[src/hdl/smdl_pkg.sv]
`default_nettype none
// ----------------------------------------------------------------------------
// Stereo modulated delay line: shared package
// Holds the fixed field widths, register indexes, the command bundle from the
// controller to the datapath and the quarter-wave sine function that builds
// the LFO table at elaboration.
// ----------------------------------------------------------------------------
package smdl_pkg;

  localparam int SAMPLE_W  = 24;
  localparam int CFG_W     = 20;
  localparam int PHASE_W   = 16;
  localparam int SINE_W    = 16;
  localparam int CFG_IDX_W = 2;
  // Signed width for the unclamped delay sum, enough for the deepest store.
  localparam int DCALC_W   = 26;

  localparam logic [CFG_IDX_W-1:0] CFG_CENTER = 2'd0;
  localparam logic [CFG_IDX_W-1:0] CFG_DEPTH  = 2'd1;
  localparam logic [CFG_IDX_W-1:0] CFG_STEP   = 2'd2;

  localparam logic [63:0]        PI_HALF_Q30 = 64'd1686629713;
  localparam logic signed [63:0] Q30_ONE     = 64'sd1073741824;

  typedef struct packed {
    logic accept;
    logic mul;
    logic dly;
    logic pos;
    logic rd0;
    logic rd1;
    logic intp;
    logic done;
  } cmd_t;

  // Sine of x (Q2.30, first quadrant) as a nine-term Taylor series, rounded
  // to Q1.15 magnitude.
  function automatic logic [15:0] quarter_sine(input logic [63:0] x);
    logic [63:0]        x2;
    logic [63:0]        t;
    logic signed [63:0] sum;
    logic signed [63:0] r;
    x2  = (x * x) >> 30;
    t   = x;
    sum = signed'(x);
    t   = ((t * x2) >> 30) / 64'd6;
    sum = sum - signed'(t);
    t   = ((t * x2) >> 30) / 64'd20;
    sum = sum + signed'(t);
    t   = ((t * x2) >> 30) / 64'd42;
    sum = sum - signed'(t);
    t   = ((t * x2) >> 30) / 64'd72;
    sum = sum + signed'(t);
    t   = ((t * x2) >> 30) / 64'd110;
    sum = sum - signed'(t);
    t   = ((t * x2) >> 30) / 64'd156;
    sum = sum + signed'(t);
    t   = ((t * x2) >> 30) / 64'd210;
    sum = sum - signed'(t);
    t   = ((t * x2) >> 30) / 64'd272;
    sum = sum + signed'(t);
    if (sum < 0) sum = 0;
    if (sum > Q30_ONE) sum = Q30_ONE;
    r = (sum + 64'sd16384) >>> 15;
    if (r > 64'sd32767) r = 64'sd32767;
    return r[15:0];
  endfunction

endpackage
`default_nettype wire

[src/hdl/smdl_ctrl.sv]
`default_nettype none
// ----------------------------------------------------------------------------
// Stereo modulated delay line: controller
// Steps each accepted request through delay calculation, the two store reads
// and interpolation, and owns the output valid flag.
// ----------------------------------------------------------------------------
module smdl_ctrl (
  input  wire logic           clk,
  input  wire logic           rst,
  input  wire logic           in_valid,
  output logic                in_stall,
  output logic                out_valid,
  input  wire logic           out_stall,
  output smdl_pkg::cmd_t      cmd
);

  localparam logic [2:0] ST_IDLE = 3'd0;
  localparam logic [2:0] ST_MUL  = 3'd1;
  localparam logic [2:0] ST_DLY  = 3'd2;
  localparam logic [2:0] ST_POS  = 3'd3;
  localparam logic [2:0] ST_RD0  = 3'd4;
  localparam logic [2:0] ST_RD1  = 3'd5;
  localparam logic [2:0] ST_INTP = 3'd6;
  localparam logic [2:0] ST_OUT  = 3'd7;

  logic [2:0] state;
  logic [2:0] state_next;
  logic       out_valid_next;

  always_comb begin
    cmd        = '0;
    state_next = state;
    case (state)
      ST_IDLE: begin
        if (in_valid) begin
          cmd.accept = 1'b1;
          state_next = ST_MUL;
        end
      end
      ST_MUL: begin
        cmd.mul    = 1'b1;
        state_next = ST_DLY;
      end
      ST_DLY: begin
        cmd.dly    = 1'b1;
        state_next = ST_POS;
      end
      ST_POS: begin
        cmd.pos    = 1'b1;
        state_next = ST_RD0;
      end
      ST_RD0: begin
        cmd.rd0    = 1'b1;
        state_next = ST_RD1;
      end
      ST_RD1: begin
        cmd.rd1    = 1'b1;
        state_next = ST_INTP;
      end
      ST_INTP: begin
        cmd.intp   = 1'b1;
        state_next = ST_OUT;
      end
      ST_OUT: begin
        // The output register may only be reloaded once it is free.
        if (!out_valid || !out_stall) begin
          cmd.done   = 1'b1;
          state_next = ST_IDLE;
        end
      end
      default: begin
        state_next = ST_IDLE;
      end
    endcase
  end

  always_comb begin
    if (cmd.done) begin
      out_valid_next = 1'b1;
    end else if (!out_stall) begin
      out_valid_next = 1'b0;
    end else begin
      out_valid_next = out_valid;
    end
  end

  assign in_stall = (state != ST_IDLE);

  always_ff @(posedge clk) begin
    if (rst) begin
      state     <= ST_IDLE;
      out_valid <= 1'b0;
    end else begin
      state     <= state_next;
      out_valid <= out_valid_next;
    end
  end

endmodule
`default_nettype wire

[config.mk]
export PLATFORM = sky130hd
export DESIGN_NAME = smdl_ctrl
export DESIGN_NICKNAME = d
export VERILOG_FILES = /design/src/hdl/smdl_pkg.sv /design/src/hdl/smdl_ctrl.sv
export SDC_FILE = /design/constraint.sdc
export NUM_CORES = 1
export LEC_CHECK = 0
export BUFFER_PORTS_ARGS = -buffer_cell sky130_fd_sc_hd__buf_2
export CAP_MARGIN = 10
export CORE_AREA = 5 5 42 44
export DETAILED_ROUTE_END_ITERATION = 8
export DIE_AREA = 0 0 47 49
export GPL_TIMING_DRIVEN = 1
export HOLD_SLACK_MARGIN = 0.08
export PLACE_DENSITY_LB_ADDON = 0.2
export REMOVE_ABC_BUFFERS = 1
export SYNTH_ARGS = -nofsm -noshare
export SYNTH_HDL_FRONTEND = slang
export SYNTH_SLANG_ARGS = --single-unit
export TNS_END_PERCENT = 20
[constraint.sdc]
create_clock -name clk -period 1.52 [get_ports clk]
set_clock_uncertainty 0.1 [all_clocks]
set_input_delay 0.228 -clock clk [delete_from_list [all_inputs] [get_ports clk]]
set_output_delay 0.228 -clock clk [all_outputs]
set_load 0.03 [all_outputs]
==> impl_results.md, run 1 <==
* Status: complete, but fails checks
* Violated checks: negative setup slack
* Initial Util at about a fifth
* Hold crit path type: in -> reg
* Slew Limit Fails at 0
* Die width at approximately 47 um
* RSZ-0062 raised after global routing: yes
* Gate Count Post-Synth at 31
* I/O Buffers at 13
* Final setup margin at -11.1 ps
* Multi-input gate area at ~150 um^2
* Crit path largest cell delay at approximately 400 ps
* #FFs+latches synth at 4
* Ys Warns at 0
* Die Y at between 40 and 50 um
* Placed wire-length estimate after detailed placement at approximately 430 um
* Post-synth top cells: dfxtp_1, a21oi_1, nand2_1, nand3_1, nor3b_1
* Htree depth at 1
* Crit path required time at 1190 ps
* Drt total wl at 605 um
* Seq. cell area at 91.3 um^2
* Critical path startpoint category: register
* Final nets at 54
* Drt first-iter violations at 1
* Fmax at around 650 MHz
* Num ports at 14
* Placed Area at between 300 and 400 um^2
* Filler instances at between 150 and 200
* Largest net degree at the start of global routing at 13
* Area Growth Syn to Fin at 54.1%
* Antenna diodes at 0
* Flop2flop setup slack at around 400 ps
* Worst Path Max Fanout at 7
* Hold Slack at 195 ps
* Worst-path cell chain: or3_4, nor2_4, buf_6
* Slew headroom at 79.4%
* Clk_lat worst skew at 240 ps
* Critical path arrival at between 1000 and 1500 ps
* CP Class: reg -> out
* Drt via density at 4.14
* Slowest CP cell: or3_4
* CTS root buf: clkbuf_4
* Worst-Margin Slew at a little over 300 ps
* Tcrit/Tclk final at 101%
* First-pass GRT wire length at 993 um
* Distinct cell type count after synthesis at 23
* Number of synthesized flops with an enable pin at 0
* Cell area after layout at just over 400 um^2
* Final Total Pwr at just under 0.4 mW
* Most used DFF post-synth: dfxtp_1
* Post-route insts no fill at 64
* PwrDens at 974 nW/um^2
* Die Footprint at roughly 2300 um^2
* Cell accounting for the most synthesized area: dfxtp_1
* Ys async rst share at 0%
* Syn_area_per_cell at ~8.4 um^2
* Crit. End Element: output port
* DR vias at ~270
* Setup-failing EPs final at 1
* GRT Util Overall at about 6.2%
* Top-area cell type share of the netlist area at roughly 31%
* Clock-pin slew on the worst setup and hold paths at 40 ps
* Routed WL per cell at approximately 9.5 um
* Synth area leaders: dfxtp_1, a21oi_1, nor3b_1
* Total CTS buffers at 3
* Final Hold Vio Count at 0
* DR DRC count at 0
* Max-cap viol count at 0
* Minimum clock period at 1530 ps
* CTS Sinks at 4
* Core area at around 1400 um^2
* Placed cells at between 50 and 60
* Clock buffer depth at 2
* Row count at 14
* Initial antenna violation count at 0
* DRT antenna net count at 0
* TritonCTS clock tree: built
* Maximum VDD drop at around 0.30 mV
* First-pass DRT Iterations at 2
* Sequential area share after synthesis at between 30 and 40%
* Share of layout cells above drive strength 1 at 60.4%
* Gpl congestion at 0.601
* Leakage at between 0.15 and 0.2 nW
* Post-Syn Area at approximately 260 um^2
* Vias in the first global route at about 220
* Congestion Overflow GR at 0
* Setup_tns at -11.1 ps
* Most frequent cell after synthesis: dfxtp_1
-- area by class of cell --
cell class | instances | share of cell area, %
clock buffers | 3 | 5.59
flip-flops and latches | 4 | 22.7
repair buffers | 18 | 27.6
multi-input cells | 22 | 38.2
inverters | 1 | 0.932
well taps | 16 | 4.97
-- state kept, by name, summed over array words and instances (netlist names) --
name / cells
state: 3
out_valid: 1
-- critical path, delay by kind of cell (launching register included) --
| family | cells | cell delay, ps |
|---|---|---|
| buffers and inverters | 1 | 130 |
| AND/OR/NAND/NOR | 2 | 490 |
| flip-flops | 1 | 350 |
-- worst paths after layout --
check                               start       end  cells after the start
worst max-delay path             state[0]    cmd[7]                      3
worst min-delay path            out_stall  state[2]                      3
worst max register to register   state[2]  state[0]                      2
worst min register to register   state[0]  state[0]                      1
-- logic make-up after synthesis --
family / Yosys count / share of synthesized area (%)
buffers and inverters: 5 / 12.4
AND/OR/NAND/NOR: 15 / 37.3
flip-flops: 4 / 30.6
AO/OA/AOI/OAI: 7 / 19.6
-- metrics by stage --
step / setup slack (ps) / utilization, %
after floorplan: -32.0 / -
after global placement: 121 / 23.2
after detailed placement: 117 / 23.2
after CTS: -42.7 / 26.4
after global routing: -64.0 / 28.7
final: -11.1 / 28.7
-- routing by layer --
metal  up-vias  GRT usage, %  share of wire, %
li1        143             -                 -
met1       112          7.93                42
met2         8          7.01                48
met3         2          2.21               9.4
met4         0          6.91              0.66
met5         -             0                 0
-- where the power goes --
group	switching, mW	internal, mW
Sequential	0.0142	0.113
Combinational	0.0708	0.0591
Clock	0.0464	0.0885
-- cell usage in the layout, fill, tap and decap left out --
cell,n
nor2b_1,1
and3b_2,1
a21oi_1,3
nor2_4,1
inv_1,1
and2_1,1
a2111oi_1,1
nand2_1,2
nand3_1,2
and2b_2,1
nor2_1,1
a31oi_1,1
a211oi_2,1
nor3b_1,2
dlygate4sd3_1,1
buf_4,4
or3_4,1
dfxtp_4,3
dfxtp_1,1
nor3_1,1
clkbuf_4,3
buf_2,12
buf_6,1
and3_2,1
o21bai_1,1
-- timing repair --
item | CTS | global route
gates resized for setup | 6 | 3
setup endpoints to repair | 8 | 5
hold buffers | 1 | 0
setup buffers | 0 | 3
hold endpoints to repair | 1 | 0
Power figures use the tool's default switching activity.
==> run 2, diff against run 1 <==
--- a/config.mk
+++ b/config.mk
@@ -5,11 +5,11 @@
 export SDC_FILE = /design/constraint.sdc
 export NUM_CORES = 1
 export LEC_CHECK = 0
-export BUFFER_PORTS_ARGS = -buffer_cell sky130_fd_sc_hd__buf_2
 export CAP_MARGIN = 10
 export CORE_AREA = 5 5 42 44
 export DETAILED_ROUTE_END_ITERATION = 8
 export DIE_AREA = 0 0 47 49
+export DONT_BUFFER_PORTS = 1
 export GPL_TIMING_DRIVEN = 1
 export HOLD_SLACK_MARGIN = 0.08
 export PLACE_DENSITY_LB_ADDON = 0.2
==> impl_results.md, run 2 (synthesis gave the netlist of run 1 again) <==
* Most common cell after layout, fill and taps aside: buf_4 (was buf_2)
* Clock buffer depth at 2 (unchanged)
* Setup_tns at 0 ps (was -11.1 ps)
* Core area at 1400 um^2 (unchanged)
* Top delay family on crit path: simple AND/OR/NAND/NOR gates (unchanged)
* Die Y at 49 um (unchanged)
* Largest net degree at the start of global routing at 13 (unchanged)
* Post-route insts no fill at 60 (was 64)
* Num ports at 14 (unchanged)
* Routed WL per cell at 10.7 um (was 9.45 um)
* Max-cap viol count at 0 (unchanged)
* Drt total wl at 643 um (was 605 um)
* Clock-pin slew on the worst setup and hold paths at 40 ps (about the same)
* CTS root buf: clkbuf_4 (unchanged)
* Critical R2R Capture: state[0] (unchanged)
* Leakage at 0.180 nW (was 0.199 nW)
* Final Hold Vio Count at 0 (unchanged)
* Crit path largest cell delay at 390 ps (was 400 ps)
* Setup-failing EPs final at 0 (was 1)
* Placed Area at 313 um^2 (was 325 um^2)
* Hold depth at 2 (was 3)
* Hold crit path type: in -> reg (unchanged)
* Max reg flops at 3 (unchanged)
* DR vias at 264 (was 265)
* TritonCTS clock tree: built (unchanged)
* Initial Util at 18.7% (unchanged)
* Seq. cell area at 88.8 um^2 (was 91.3 um^2)
* CP Class: reg -> out (unchanged)
* Multi-input gate area at 154 um^2 (unchanged)
* Area Growth Syn to Fin at 54.1% (unchanged)
* CTS Sinks at 4 (unchanged)
* Drt first-iter violations at 3 (was 1)
* Hold path endpoint: state[1] (was state[2])
* Minimum clock period at 1510 ps (was 1530 ps)
* Filler instances at 159 (was 156)
* Vias in the first global route at 250 (was 218)
* Placed cells at 51 (was 57)
* DRT antenna net count at 0 (unchanged)
* Worst-path cell chain: or3_4, nor2_4, buf_6 (unchanged)
* Fmax at 663 MHz (was 653 MHz)
* PwrDens at 987 nW/um^2 (was 974 nW/um^2)
* Crit. End Element: output port (unchanged)
* Hold path startpoint: out_stall (unchanged)
* Final nets at 50 (was 54)
* Path depth of the worst reg2reg path at 2 (unchanged)
* Critical path arrival at 1180 ps (was 1200 ps)
* Antenna diodes at 0 (unchanged)
* Cell area after layout at 403 um^2 (unchanged)
* Slowest CP cell: or3_4 (unchanged)
* Htree depth at 1 (unchanged)
* Die width at 47 um (unchanged)
* Buffer and inverter count on the worst path at 1 (unchanged)
* Largest Register: state (unchanged)
* Slew headroom at 79.7% (was 79.4%)
* Gpl congestion at 0.666 (was 0.601)
* I/O Buffers at 0 (was 13)
* RSZ-0062 raised after global routing: yes (unchanged)
* Critical path startpoint category: register (unchanged)
* Crit path required time at 1190 ps (about the same)
* Die Footprint at 2300 um^2 (unchanged)
* Share of layout cells above drive strength 1 at 54.5% (was 60.4%)
* Status: finished, final reports clean (was complete, but fails checks)
* First-pass DRT Iterations at 2 (unchanged)
* Tcrit/Tclk final at 99.3% (was 101%)
* Slew Limit Fails at 0 (unchanged)
* R2r startpoint: state[2] (unchanged)
* Placed wire-length estimate after detailed placement at 444 um (was 433 um)
* Commonest non-fill, non-tap cells in the layout: buf_4, a21oi_1, clkbuf_4 (was buf_2, buf_4, a21oi_1, clkbuf_4, dfxtp_4)
* Flop2flop setup slack at 350 ps (was 400 ps)
* First-pass GRT wire length at 993 um (unchanged)
* Drt via density at 4.40 (was 4.14)
* Maximum VDD drop at 0.332 mV (was 0.299 mV)
* Total CTS buffers at 3 (unchanged)
* Final Total Pwr at 0.398 mW (was 0.392 mW)
* Worst Path Max Fanout at 3 (was 7)
* Leading registers by flop count: state x3, out_valid x1 (unchanged)
* GRT Util Overall at 6.20% (unchanged)
* Row count at 14 (unchanged)
* DR DRC count at 0 (unchanged)
* Initial antenna violation count at 0 (unchanged)
* Clk_lat worst skew at 230 ps (was 240 ps)
* Worst-Margin Slew at 303 ps (was 309 ps)
* Congestion Overflow GR at 0 (unchanged)
[run 2: cell count changes in the layout (fill, tap and decap cells not counted), sizes merged]
cell and delta:
buf -5, dlygate4sd3 +1
[run 2: metrics by stage]
step                      setup slack, ps  util [%]  hold slack (ps)
after detailed placement              126      22.3              195
after CTS                          0.0421      28.7              101
after global placement                128      22.3              195
after global routing                -29.6      28.7              114
final                                11.0      28.7              109
after floorplan                     -32.0         -              193
[run 2: final cells by class]
cell class	instances	share of cell area, %
inverter	1	0.932
sequential	4	22.0
tap	16	4.97
multi-input combinational	22	38.2
clock buffer	3	5.59
timing repair buffer	14	28.3
[run 2: power by group]
group / switching [mW] / internal, mW
Combinational: 0.0753 / 0.0657
Sequential: 0.00904 / 0.114
Clock: 0.0449 / 0.0884
[run 2: worst max path at each step]
stage | startpoint | endpoint | slack, ps | cells after the start
after floorplan | state[1] | cmd[5] | -30 | 1
after global placement | state[1] | cmd[6] | 130 | 3
after detailed placement | state[1] | cmd[6] | 130 | 3
after CTS | state[0] | cmd[7] | 0.04 | 3
after global routing | state[0] | cmd[7] | -30 | 3
final | state[0] | cmd[7] | 10 | 3
[run 2: layer usage]
| metal | vias up | part of all wire, % | GRT usage (%) |
|---|---|---|---|
| li1 | 133 | - | - |
| met1 | 117 | 42 | 6.83 |
| met2 | 10 | 44 | 7.92 |
| met3 | 4 | 11 | 2.58 |
| met4 | 0 | 3.3 | 6.91 |
| met5 | - | 0 | 0 |
[run 2: what timing repair did]
item	in CTS	in global routing
setup endpoints to repair	6	2
cloned	0	0
buffers inserted	4	0
hold buffers	2	0
gates resized for setup	7	0
hold endpoints to repair	4	0
